[config.mk]
export PLATFORM = sky130hd
export DESIGN_NAME = dwell_qualified_state_confirmer
export DESIGN_NICKNAME = d
export VERILOG_FILES = /design/src/hw/rtl/dqsc_pkg.sv /design/src/hw/rtl/dqsc_core.sv /design/src/hw/rtl/dwell_qualified_state_confirmer.sv
export SDC_FILE = /design/constraint.sdc
export NUM_CORES = 1
export LEC_CHECK = 0
export CORE_MARGIN = 1.5
export CORE_UTILIZATION = 55
export CTS_BUF_LIST = sky130_fd_sc_hd__clkbuf_8
export CTS_CLUSTER_DIAMETER = 100
export DETAILED_ROUTE_END_ITERATION = 10
export DONT_BUFFER_PORTS = 1
export PLACE_DENSITY = 0.77
export SKIP_CTS_REPAIR_TIMING = 1
export SLEW_MARGIN = 40
export SYNTH_ARGS = -nofsm -noshare
export SYNTH_HDL_FRONTEND = slang
export SYNTH_HIERARCHICAL = 1
export SYNTH_SLANG_ARGS = --single-unit
[constraint.sdc]
create_clock -name clk -period 8.2 [get_ports clk]
set_input_delay 0.82 -clock clk [delete_from_list [all_inputs] [get_ports clk]]
set_output_delay 0.82 -clock clk [all_outputs]
set_load 0.03 [all_outputs]
[src/hw/rtl/dqsc_pkg.sv]
`timescale 1ns / 1ps
// ----------------------------------------------------------------------------
// dqsc_pkg
// Shared codes, widths and record types of the dwell qualified state confirmer.
// ----------------------------------------------------------------------------
package dqsc_pkg;

  // Width of the time arithmetic; the timestamp port is 32 bits wide.
  localparam int TIME_BITS  = 32;
  localparam int STATE_BITS = 4;
  localparam int DWELL_BITS = 16;
  localparam int CFG_IDX_BITS = 3;

  typedef logic [STATE_BITS-1:0] state_code_t;
  typedef logic [TIME_BITS-1:0]  time_t;
  typedef logic [DWELL_BITS-1:0] dwell_t;
  typedef logic [CFG_IDX_BITS-1:0] cfg_idx_t;

  // Activity state codes.
  localparam state_code_t ST_UNKNOWN  = 4'd0;
  localparam state_code_t ST_REST     = 4'd1;
  localparam state_code_t ST_SLEEP    = 4'd2;
  localparam state_code_t ST_WALK     = 4'd3;
  localparam state_code_t ST_TROT     = 4'd4;
  localparam state_code_t ST_RUN      = 4'd5;
  localparam state_code_t ST_PLAY     = 4'd6;
  localparam state_code_t ST_PASSIVE  = 4'd7;
  localparam state_code_t ST_NOT_WORN = 4'd8;

  // Configuration register indexes.
  localparam cfg_idx_t REG_FINE_STATES_ON   = 3'd0;
  localparam cfg_idx_t REG_RUN_STATE_ON     = 3'd1;
  localparam cfg_idx_t REG_PASSIVE_AS_REST  = 3'd2;
  localparam cfg_idx_t REG_DWELL_TO_REST_MS = 3'd3;
  localparam cfg_idx_t REG_DWELL_WAKE_MS    = 3'd4;
  localparam cfg_idx_t REG_DWELL_FAST_MS    = 3'd5;
  localparam cfg_idx_t REG_DWELL_DEFAULT_MS = 3'd6;

  // Register values after reset.
  localparam dwell_t RST_DWELL_TO_REST = 16'd3500;
  localparam dwell_t RST_DWELL_WAKE    = 16'd2500;
  localparam dwell_t RST_DWELL_FAST    = 16'd1000;
  localparam dwell_t RST_DWELL_DEFAULT = 16'd2000;

  // Configuration as seen by the update logic.
  typedef struct packed {
    logic   fine_states_on;
    logic   run_state_on;
    logic   passive_as_rest;
    dwell_t dwell_to_rest;
    dwell_t dwell_wake;
    dwell_t dwell_fast;
    dwell_t dwell_default;
  } dqsc_cfg_t;

  // Tracking state carried from one beat to the next.
  typedef struct packed {
    state_code_t confirmed;
    state_code_t pending;
    time_t       pending_start;
    state_code_t shown;
    time_t       shown_start;
  } dqsc_state_t;

endpackage

[src/hw/rtl/dqsc_core.sv]
`timescale 1ns / 1ps
// ----------------------------------------------------------------------------
// dqsc_core
// Next-state logic for one beat: dwell qualification and display mapping.
// ----------------------------------------------------------------------------
module dqsc_core (
  input  dqsc_pkg::dqsc_cfg_t   cfg,
  input  dqsc_pkg::dqsc_state_t cur,
  input  dqsc_pkg::state_code_t target_raw,
  input  logic [31:0]           now_raw,
  output dqsc_pkg::dqsc_state_t nxt,
  output logic                  changed
);
  import dqsc_pkg::*;

  state_code_t target;
  time_t       now;
  time_t       elapsed;
  dwell_t      dwell;
  state_code_t conf_new;
  state_code_t pend_new;
  time_t       pend_start_new;
  state_code_t disp;

  // Codes beyond not worn count as unknown; time is taken modulo its width.
  always_comb begin
    target = (target_raw > ST_NOT_WORN) ? ST_UNKNOWN : target_raw;
    now    = time_t'(now_raw);
  end

  // Dwell for the pair (confirmed, candidate), first matching rule wins.
  always_comb begin
    if (cur.confirmed == ST_UNKNOWN || cur.confirmed == target ||
        target == ST_NOT_WORN) begin
      dwell = '0;
    end else if (target inside {ST_REST, ST_SLEEP}) begin
      dwell = cfg.dwell_to_rest;
    end else if ((cur.confirmed inside {ST_REST, ST_SLEEP, ST_NOT_WORN}) &&
                 (target inside {ST_WALK, ST_TROT, ST_RUN})) begin
      dwell = cfg.dwell_wake;
    end else if (target inside {ST_PLAY, ST_RUN}) begin
      dwell = cfg.dwell_fast;
    end else if ((cur.confirmed inside {ST_PLAY, ST_RUN}) && target == ST_WALK) begin
      dwell = cfg.dwell_fast;
    end else begin
      dwell = cfg.dwell_default;
    end
  end

  // Wrapping time since the pending candidate first appeared.
  assign elapsed = now - cur.pending_start;

  // Confirmation and pending candidate update.
  always_comb begin
    pend_new       = cur.pending;
    pend_start_new = cur.pending_start;
    conf_new       = cur.confirmed;
    if (cur.confirmed == ST_UNKNOWN) begin
      conf_new       = target;
      pend_new       = target;
      pend_start_new = now;
    end else if (target == cur.confirmed || target != cur.pending) begin
      pend_new       = target;
      pend_start_new = now;
    end else if (elapsed >= time_t'(dwell)) begin
      conf_new = target;
    end
  end

  // Display mapping of the newly confirmed state.
  always_comb begin
    disp = conf_new;
    if (!cfg.fine_states_on) begin
      case (conf_new)
        ST_RUN:          disp = cfg.run_state_on ? ST_RUN : ST_WALK;
        ST_TROT, ST_PLAY: disp = ST_WALK;
        ST_PASSIVE:      disp = cfg.passive_as_rest ? ST_REST : ST_PASSIVE;
        default:         disp = conf_new;
      endcase
    end
  end

  // Display change tracking; an unknown display restarts its time every beat.
  always_comb begin
    changed           = (disp != cur.shown);
    nxt.confirmed     = conf_new;
    nxt.pending       = pend_new;
    nxt.pending_start = pend_start_new;
    nxt.shown         = cur.shown;
    nxt.shown_start   = cur.shown_start;
    if (cur.shown == ST_UNKNOWN || changed) begin
      nxt.shown       = disp;
      nxt.shown_start = now;
    end
  end

endmodule

[src/hw/rtl/dwell_qualified_state_confirmer.sv]
`timescale 1ns / 1ps
// ----------------------------------------------------------------------------
// dwell_qualified_state_confirmer
// Confirms proposed activity states after a pair-dependent dwell and reports
// changes of the coarser display state.
// ----------------------------------------------------------------------------
// The block accepts one beat per clock cycle while results are taken. Each
// accepted beat updates the tracking state in a single register stage, and
// its result is presented on the out_ channel on the next cycle, held until
// taken. A new input beat is taken in the same cycle that the pending result
// is taken, so throughput is one beat per cycle while out_ready stays high.
// Configuration writes take effect at once and are meant to be made while no
// beat is in flight.
module dwell_qualified_state_confirmer (
  input  logic                  clk,
  input  logic                  rst_n,
  input  logic                  in_valid,
  output logic                  in_ready,
  input  dqsc_pkg::state_code_t in_target_state,
  input  logic [31:0]           in_now_ms,
  output logic                  out_valid,
  input  logic                  out_ready,
  output dqsc_pkg::state_code_t out_confirmed_state,
  output dqsc_pkg::state_code_t out_display_state,
  output logic                  out_display_changed,
  output logic [31:0]           out_display_since_ms,
  input  logic                  cfg_we,
  input  dqsc_pkg::cfg_idx_t    cfg_index,
  input  logic [15:0]           cfg_wdata
);
  import dqsc_pkg::*;

  dqsc_cfg_t   cfg_r;
  dqsc_state_t st_r;
  dqsc_state_t st_nxt;
  logic        changed_nxt;
  logic        changed_r;
  logic        out_valid_r;
  logic        in_fire;

  // Accept a new beat whenever the result register is empty or being drained.
  assign in_ready = !out_valid_r || out_ready;
  assign in_fire  = in_valid && in_ready;

  // Configuration registers.
  always_ff @(posedge clk) begin
    if (!rst_n) begin
      cfg_r.fine_states_on  <= 1'b0;
      cfg_r.run_state_on    <= 1'b1;
      cfg_r.passive_as_rest <= 1'b0;
      cfg_r.dwell_to_rest   <= RST_DWELL_TO_REST;
      cfg_r.dwell_wake      <= RST_DWELL_WAKE;
      cfg_r.dwell_fast      <= RST_DWELL_FAST;
      cfg_r.dwell_default   <= RST_DWELL_DEFAULT;
    end else if (cfg_we) begin
      case (cfg_index)
        REG_FINE_STATES_ON:   cfg_r.fine_states_on  <= cfg_wdata[0];
        REG_RUN_STATE_ON:     cfg_r.run_state_on    <= cfg_wdata[0];
        REG_PASSIVE_AS_REST:  cfg_r.passive_as_rest <= cfg_wdata[0];
        REG_DWELL_TO_REST_MS: cfg_r.dwell_to_rest   <= cfg_wdata;
        REG_DWELL_WAKE_MS:    cfg_r.dwell_wake      <= cfg_wdata;
        REG_DWELL_FAST_MS:    cfg_r.dwell_fast      <= cfg_wdata;
        REG_DWELL_DEFAULT_MS: cfg_r.dwell_default   <= cfg_wdata;
        default: ;
      endcase
    end
  end

  // Per-beat update logic.
  dqsc_core u_core (
    .cfg        (cfg_r),
    .cur        (st_r),
    .target_raw (in_target_state),
    .now_raw    (in_now_ms),
    .nxt        (st_nxt),
    .changed    (changed_nxt)
  );

  // Tracking state, which doubles as the result register.
  always_ff @(posedge clk) begin
    if (!rst_n) begin
      st_r.confirmed     <= ST_UNKNOWN;
      st_r.pending       <= ST_UNKNOWN;
      st_r.pending_start <= '0;
      st_r.shown         <= ST_UNKNOWN;
      st_r.shown_start   <= '0;
      changed_r          <= 1'b0;
      out_valid_r        <= 1'b0;
    end else begin
      if (in_fire) begin
        st_r      <= st_nxt;
        changed_r <= changed_nxt;
      end
      if (in_fire) begin
        out_valid_r <= 1'b1;
      end else if (out_ready) begin
        out_valid_r <= 1'b0;
      end
    end
  end

  // Result channel.
  assign out_valid            = out_valid_r;
  assign out_confirmed_state  = st_r.confirmed;
  assign out_display_state    = st_r.shown;
  assign out_display_changed  = changed_r;
  assign out_display_since_ms = 32'(st_r.shown_start);

`ifndef SYNTHESIS
  // An accepted beat always yields a result on the next cycle.
  a_result_follows: assert property (@(posedge clk) disable iff (!rst_n)
    in_fire |=> out_valid)
    else $error("result missing after accepted beat");

  // Confirmed state stays within the defined codes.
  a_conf_range: assert property (@(posedge clk) disable iff (!rst_n)
    in_fire |=> out_confirmed_state <= ST_NOT_WORN)
    else $error("confirmed state out of range");

  // A display change is stamped with the time of the beat that caused it.
  a_change_stamp: assert property (@(posedge clk) disable iff (!rst_n)
    in_fire |=> (!out_display_changed || out_display_since_ms == $past(in_now_ms)))
    else $error("display change carries wrong timestamp");

  // With merging on, trot and play never reach the display.
  a_merge: assert property (@(posedge clk) disable iff (!rst_n)
    (in_fire && !cfg_r.fine_states_on && !cfg_we) |=>
      (out_display_state != ST_TROT && out_display_state != ST_PLAY))
    else $error("unmerged state shown on display");
`endif

endmodule

* Word level (Yosys, flattened, before mapping)
Index checks and enable logic that the tools add are counted.
Storage, ports and cells: flip-flop bits (word level) 145, input bits 60, output and inout bits 43, logic and storage cells 91
Cells by class: add/subtract/negate cells 1, magnitude comparators 2, equality and inequality tests 26, muxes and demuxes 19, reduce and logical (&&, ||, !) cells 29
Operators by type and width (number):
- 16-bit 2-to-1 mux | 5
- 32-bit 2-to-1 mux | 2
- 4-bit by 3-bit == test with 1-bit output, second input constant | 9
- 32-bit by 16-bit >= comparator with 1-bit output | 1
- 32-bit subtractor | 1
- 4-bit 2-to-1 mux | 7
- 2-bit AND reduction | 9
- 4-bit by 2-bit == test with 1-bit output, second input constant | 3
- 4-bit one-hot mux with 3 select lines | 1
- 2-bit nonzero test | 5
- 3-bit == test, second input constant | 3
- 4-bit by 1-bit == test with 1-bit output, second input constant | 2
- 4-bit == test | 2
- 4-bit == test, second input constant | 2
- 4-bit logical NOT | 2
- 4-bit != test | 2
- 3-bit by 2-bit == test with 1-bit output, second input constant | 2
- 3-bit 2-to-1 mux | 2
- 3-bit nonzero test | 2
- 1-bit logical OR | 5
- 4-bit > comparator, second input constant | 1
- 3-bit by 1-bit == test with 1-bit output, second input constant | 1
- 1-bit logical AND | 3
- 3-bit logical NOT | 1
- 3 further kinds | 4

* Longest topological paths before layout
Gate-level depths: netlist of the first run.
depth in word-level cells 20, depth in mapped cells 32, gate-level depth less buffers 28

* Cells and area by module
Netlist of the first run, hierarchy kept.
Modules (own cells, without submodules):
- dwell_qualified_state_confirmer | times used 1, cells an instance 622, area an instance 5731.7 sq um, sequential area each 2902.8 sq um
- dqsc_core | times used 1, cells an instance 673, area an instance 4845.9 sq um, sequential area each 0.0 sq um

* Least setup slack after synthesis of the first run
No wires, ideal clock.
path kind input-to-reg, start point input port in_target_state[1], end point register st_r (netlist bit out_display_since_ms[10]), library setup time 126 ps, data arrival time 6926 ps, data required time 8074 ps, setup slack 1148 ps, cell stages on the path 31, buffers on the path 4, path through nor2b_1 > nor4b_1 > o21ai_0 > o21ai_0 > nand2b_1 > clkbuf_1 > clkbuf_1 > mux2i_1 > a211oi_1 > a21oi_1 > or2_2 > ha_1 > a211oi_1 > nor2_1 > nor4_1 > o221ai_1 > nor4b_1 > nand4_1 > or4_4 > or3_1 > buf_6 > a21boi_4 > a21oi_2 > inv_1 > mux2i_1 > o311a_1 > nor3_4 > buf_6 > mux2_4 > nand2_1 > mux2i_1
RTL lines:
- start: declaration | line dwell_qualified_state_confirmer.sv:19 | input dqsc_pkg::state_code_t in_target_state,
- end signal: assignment | line dwell_qualified_state_confirmer.sv:91 | st_r <= st_nxt;
- end: declaration | line dwell_qualified_state_confirmer.sv:34 | dqsc_state_t st_r;

==> flow_summary.ini, run 1 <==
[final_layout]
layout-drive-gt1-share_pct = 11.9
final_nets = 1308
syn_to_final_growth_pct = 1.30
antenna-diode-count = 0
final_area_um2 = 10700
n_fill_cell = 1708

[yosys]
ys_warn_count = 6
synth-async-reset-ratio_pct = 0
syn_area_per_cell_um2 = 8.17
yosysTopAreaCellShare_pct = 27.4
synth_flop_cell = dfxtp_1
syn-num-nets = 1403
seq_area_frac_synth_pct = 27.4
syn_area_um2 = 10600
yosys.area.top_type = dfxtp_1
postSynthCellCount = 1295
synth_edf_count = 0
ys_ff_latch = 145
synth_area_leaders = dfxtp_1 (27%), mux2i_1 (12%), nand2_1 (8.3%)
yosysMostFrequentCell = nand2_1
synth_cell_type_count = 84
synthTopCellsByCount = nand2_1 (234), dfxtp_1 (145), mux2i_1 (122)

[die]
io_pins = 103
die_w_um = 142
core_um2 = 18800
initial_core_util_pct = 56.4
die_area_um2 = 20100
die_y_um = 142
rows = 50

[cts]
cts_buffer_depth = 2
cts_buffers = 17
clock-root-buffer = clkbuf_8
cts.sinks = 145
insertion_delay_ps = 470
path_clk_slew_ps = 90
cts_tree = built
htree_levels = 4

[sta]
max_freq_ghz = 0.138
fin_setup_tns_ps = 0
finalMaxSlewViolations = 0
whs_ps = 455
min_period_ps = 7240
setup_violations = 0
finalHoldViolations = 0
rsz0062_at_grt = no
clock_skew_ps = 19.7
fin_crit_sh_pct = 88.3
worst_pin_slew_ps = 812
setup_ws_ps = 956
relSlewSlack_pct = 45.8

[critical_path]
cp-start-kind = flip-flop
r2r-start = out_confirmed_state[2]
r2r_slack_ps = 960
arrival_ps = 7570
reg2reg_depth = 27
critPathMaxFanout = 32
critPathCaptureType = flip-flop
crit-reg2reg-capture = out_display_since_ms[18]
crit_required_ps = 8530
cp-startpoint = out_confirmed_state[2]
critPathKind = flip-flop to flip-flop
critPathCapture = out_display_since_ms[18]

[global_route]
grt_pass1_wl_mm = 40.2
grt_pass1_vias = 8164
track_usage_pct = 24.6
antenna_found_initial = 0
grt_max_degree = 238
gr-total-overflow = 0

[placed_design]
hpwl_mm = 17.6
place_congestion = 0.966
pre_cts_ws_ps = 818
port-buffer-count = 0
place_area_um2 = 10200

[route]
drt_drc_violations_left = 0
vias_per_cell = 6.05
vias = 8760
wl_per_cell_um = 17.0
detail_route.iter0.violations = 585
dr.pass1.iters = 6
ant_nets = 0
routed_wl_mm = 24.6

[worst_hold_path]
holdCritPathClass = input port to flip-flop

[power]
peakVddDrop_v = 0.000104
swShare_pct = 33.7
pwr-share-seq_pct = 40.2
power_density_nw_per_um2 = 188
share_comb_of_total_power_pct = 26.9
switchingPower_mw = 0.677
power.leakage_nw = 4.40
clockPowerShare_pct = 33.0
p_int_mw = 1.33

[run]
cap_violations = 0

[status]
outcome = completed
[power by group through the flow]
stage / sequential (mW) / combinational, mW / clock, mW
2_1_floorplan: 0.780 / 0.507 / 0
3_3_place_gp: 0.823 / 0.522 / 0
3_5_place_dp: 0.825 / 0.531 / 0
4_1_cts: 0.808 / 0.534 / 0.673
5_1_grt: 0.814 / 0.599 / 0.701
6_report: 0.808 / 0.540 / 0.663
[how the worst min path moves through the flow]
stage / slack (ps) / to / depth (start not counted) / from
floorplan: 440 / cfg_r[16] / 2 / cfg_r[16]
global placement: 450 / cfg_r[13] / 2 / cfg_r[13]
detailed placement: 460 / cfg_r[22] / 2 / cfg_r[22]
CTS: 410 / cfg_r[51] / 1 / rst_n
global route: 430 / cfg_r[6] / 1 / rst_n
finish: 450 / cfg_r[65] / 1 / rst_n
[flip-flops by register name, summed over array words and instances, names as in the netlist]
signal and count:
out_confirmed_state 4, out_display_changed 1, st_r 36, out_display_state 4
out_display_since_ms 32, cfg_r 67, out_valid 1
[layout make-up]
cell class	count	area [um^2]	share of cell area, %
clock buffer	19	262	2.44
sequential	145	2900	27.1
inverter	54	203	1.89
timing repair buffer	11	95.1	0.887
clock inverter	13	200	1.87
multi-input combinational	971	6760	63.1
tap	234	293	2.73
[per-stage QoR]
stage | power, mW | util, % | cells
after CTS | 2.01 | 57.1 | 1447
after detailed placement | 1.36 | 54.6 | 1415
after floorplan | 1.29 | - | 1295
final | 2.01 | 57.1 | 1447
after global placement | 1.35 | 54.6 | 1415
after global routing | 2.11 | 57.1 | 1447
[layout by cell type, fill, tap and decap left out, types with 5 or more instances in the layout]
| cell | Yosys | layout |
|---|---|---|
| nor2b_1 | 7 | 7 |
| a31oi_1 | 6 | 6 |
| and2_1 | 6 | 6 |
| a21oi_1 | 54 | 54 |
| mux2i_1 | 122 | 122 |
| nand4_1 | 15 | 15 |
| nand2b_1 | 5 | 5 |
| mux2_2 | 34 | 34 |
| xor2_1 | 9 | 9 |
| or2_2 | 20 | 20 |
| nand2_1 | 234 | 234 |
| inv_1 | 54 | 54 |
| or3_1 | 8 | 8 |
| nor4b_1 | 5 | 5 |
| xnor2_1 | 16 | 16 |
| clkbuf_8 | 0 | 19 |
| buf_4 | 44 | 10 |
| dfxtp_1 | 145 | 145 |
| nand3_1 | 59 | 59 |
| a211oi_1 | 22 | 22 |
| o2111ai_1 | 7 | 7 |
| nor2_1 | 59 | 58 |
| o21a_1 | 9 | 9 |
| o211ai_1 | 13 | 13 |
| a21o_1 | 17 | 17 |
| mux2_4 | 30 | 30 |
| ha_1 | 47 | 47 |
| nor3_1 | 16 | 15 |
| nor4_1 | 7 | 7 |
| o21ai_0 | 60 | 60 |
| a21boi_0 | 6 | 6 |
[worst max-delay path, stage by stage, from the launching register on]
cell,delay (ps)
dfxtp_1,680
inv_1,180
nor4b_1,330
o21ai_0,100
o21ai_0,80
nand2b_1,270
mux2i_1,200
a211oi_1,260
a21oi_1,60
or2_2,290
ha_1,290
a211oi_1,250
nor2_1,100
nor4_1,260
o221ai_1,160
nor4b_1,370
nand4_1,140
or4_4,560
or3_1,570
mux2i_1,200
or2_2,350
a22o_2,280
mux2i_1,150
nor3_4,190
buf_12,260
mux2_4,320
nand2_1,60
mux2i_1,70
[cell families (layout without fill, tap and decap cells)]
kind of cell	count (synthesis)	count (layout)	share of synthesized area, %
simple gates	469	469	21.0
compound gates	243	243	15.6
mux	186	186	19.4
buf+inv	179	97	8.78
flops	145	145	27.4
fa+ha+maj	48	48	5.75
xor+xnor	25	25	2.07
[per-layer routing]
layer	up-vias	track usage [%]	routed length, um
met1	4123	32.3	11300
li1	4343	-	-
met5	-	0	0
met3	40	4.96	1420
met4	0	7.65	465
met2	254	40.5	11300
(Power assumes the default switching activity.)
==> run 2: changes to the inputs <==
Clock period 8.2 ns to 7.15 ns, I/O delays scaled along.
==> run 2 against run 1 <==
Global-route usage increased by 0.14 points. Register-to-register slack got worse by 580 ps. Non-clock buffer count up 14. Clock power fell by 2%. First-iteration DRC count shrank 9.7%. Combinational power rose by 18%. Die area unchanged.
==> flow_summary.ini, run 2 (synthesized netlist as in run 1, its figures left out) <==
[sta]
fin_crit_sh_pct = 94.8
finalHoldViolations = 0
whs_ps = 360
setup_violations = 0
relSlewSlack_pct = 44.9
worst_pin_slew_ps = 823
min_period_ps = 6780
clock_skew_ps = 23.9
max_freq_ghz = 0.148
finalMaxSlewViolations = 0

[critical_path]
cpLargestDelayFamily = simple AND/OR/NAND/NOR gates
cp-start-kind = flip-flop
critPathCaptureType = flip-flop
path_buf_inv = 2
crit_required_ps = 7450
critPathMaxFanout = 32
arrival_ps = 7070
critPathKind = flip-flop to flip-flop
slowest_stage = or4_4
slowest_delay_ps = 570

[die]
die_y_um = 142
io_pins = 103
initial_core_util_pct = 56.4
rows = 50
core_um2 = 18800
die_w_um = 142
die_area_um2 = 20100

[cts]
insertion_delay_ps = 470
path_clk_slew_ps = 80
clock-root-buffer = clkbuf_8
htree_levels = 4
cts_buffers = 17
cts_buffer_depth = 2
cts_tree = built
cts.sinks = 145

[final_layout]
fin_cells = 1461
layout_common_cells = nand2_1 (234), dfxtp_1 (144), mux2i_1 (122), o21ai_0 (60), nand3_1 (59)
layout-drive-gt1-share_pct = 13.1
largest_reg_flops = 67
final_util_pct = 57.4
syn_to_final_growth_pct = 1.90
antenna-diode-count = 0
final_common_cell = nand2_1
top_register = cfg_r
final_area_um2 = 10800
final_nets = 1322

[global_route]
gr-total-overflow = 0
grt_pass1_wl_mm = 40.3
track_usage_pct = 24.7
grt_max_degree = 238
grt_pass1_vias = 8194
antenna_found_initial = 0

[route]
wl_met1_mm = 11.2
wl_met2_mm = 11.8
wl_met3_mm = 1.48
detail_route.iter0.violations = 528
ant_nets = 0
dr.pass1.iters = 5
wl_per_cell_um = 17.1
drt_drc_violations_left = 0
routed_wl_mm = 24.9
vias_per_cell = 6.02
vias = 8793
top_layer = met4

[worst_hold_path]
holdCritPathClass = input port to flip-flop

[power]
power.leakage_nw = 4.45
peakVddDrop_v = 0.000178
power_density_nw_per_um2 = 205

[placed_design]
hpwl_mm = 17.9
place_inst = 1429
port-buffer-count = 0
place_congestion = 1.02
place_area_um2 = 10400

[status]
outcome = completed

[run]
cap_violations = 0
==> run 2: cell types whose count changed in the layout (fill, tap and decap cells not counted), sizes merged <==
| cell | before | now |
|---|---|---|
| clkinvlp | 1 | 3 |
| clkinv | 4 | 5 |
| buf | 11 | 25 |
| clkbuf | 19 | 18 |
| bufinv | 4 | 2 |
==> run 2: stage by stage <==
step           setup TNS [ps]  total power [mW]  worst slack, ps
3_3_place_gp                0              1.55              127
6_report                    0              2.21              374
4_1_cts                     0              2.21              184
2_1_floorplan               0              1.48              203
3_5_place_dp            -2180              1.56             -103
5_1_grt                 -27.1              2.33            -15.0
==> run 2: cell type report <==
class | instances | area [um^2]
Clock buffer | 18 | 248
Clock inverter | 14 | 140
Fill cell | 1701 | 7990
Inverter | 54 | 203
Multi-Input combinational cell | 971 | 6780
Sequential cell | 145 | 2900
Tap cell | 234 | 293
Timing Repair Buffer | 25 | 216
==> run 2: where the power goes <==
part	total (mW)	leakage, nW	internal (mW)	switching [mW]
clock	0.650	0.198	0.317	0.332
sequential	0.922	1.19	0.850	0.0716
combinational	0.637	3.07	0.282	0.355
total	2.21	4.45	1.45	0.759
==> run 2: worst paths after layout <==
| path | cells after the start | end | start | slack [ps] |
|---|---|---|---|---|
| max | 27 | out_display_since_ms[17] | st_r[36] | 370 |
| min | 1 | cfg_r[65] | rst_n | 360 |
| max reg2reg | 27 | out_display_since_ms[17] | st_r[36] | 370 |
| min reg2reg | 2 | st_r[45] | st_r[45] | 470 |
==> run 2: worst register-to-register path, stage by stage (launching register included) <==
cell      delay, ps
dfxtp_1         360
ha_1            190
inv_1            60
fa_1            390
a21oi_1         220
o211ai_1        190
a22oi_4         270
and2_1          180
o21ai_0         100
xor2_1          180
ha_1            310
o21ai_0         170
nor2_1           80
nor4_1          310
o221ai_1        210
nor4b_2         360
nand4_1         140
or4_4           570
or3_4           470
o311ai_4        300
nor4b_4         270
a22o_2          230
mux2i_1         110
nor3_4          180
buf_12          280
mux2_4          360
nand2_1          50
mux2i_1          90
==> run 2: layer usage <==
| metal | vias up | track usage [%] |
|---|---|---|
| li1 | 4368 | - |
| met1 | 4158 | 31.4 |
| met2 | 236 | 41.6 |
| met3 | 31 | 6.18 |
| met4 | 0 | 6.89 |
| met5 | - | 0 |
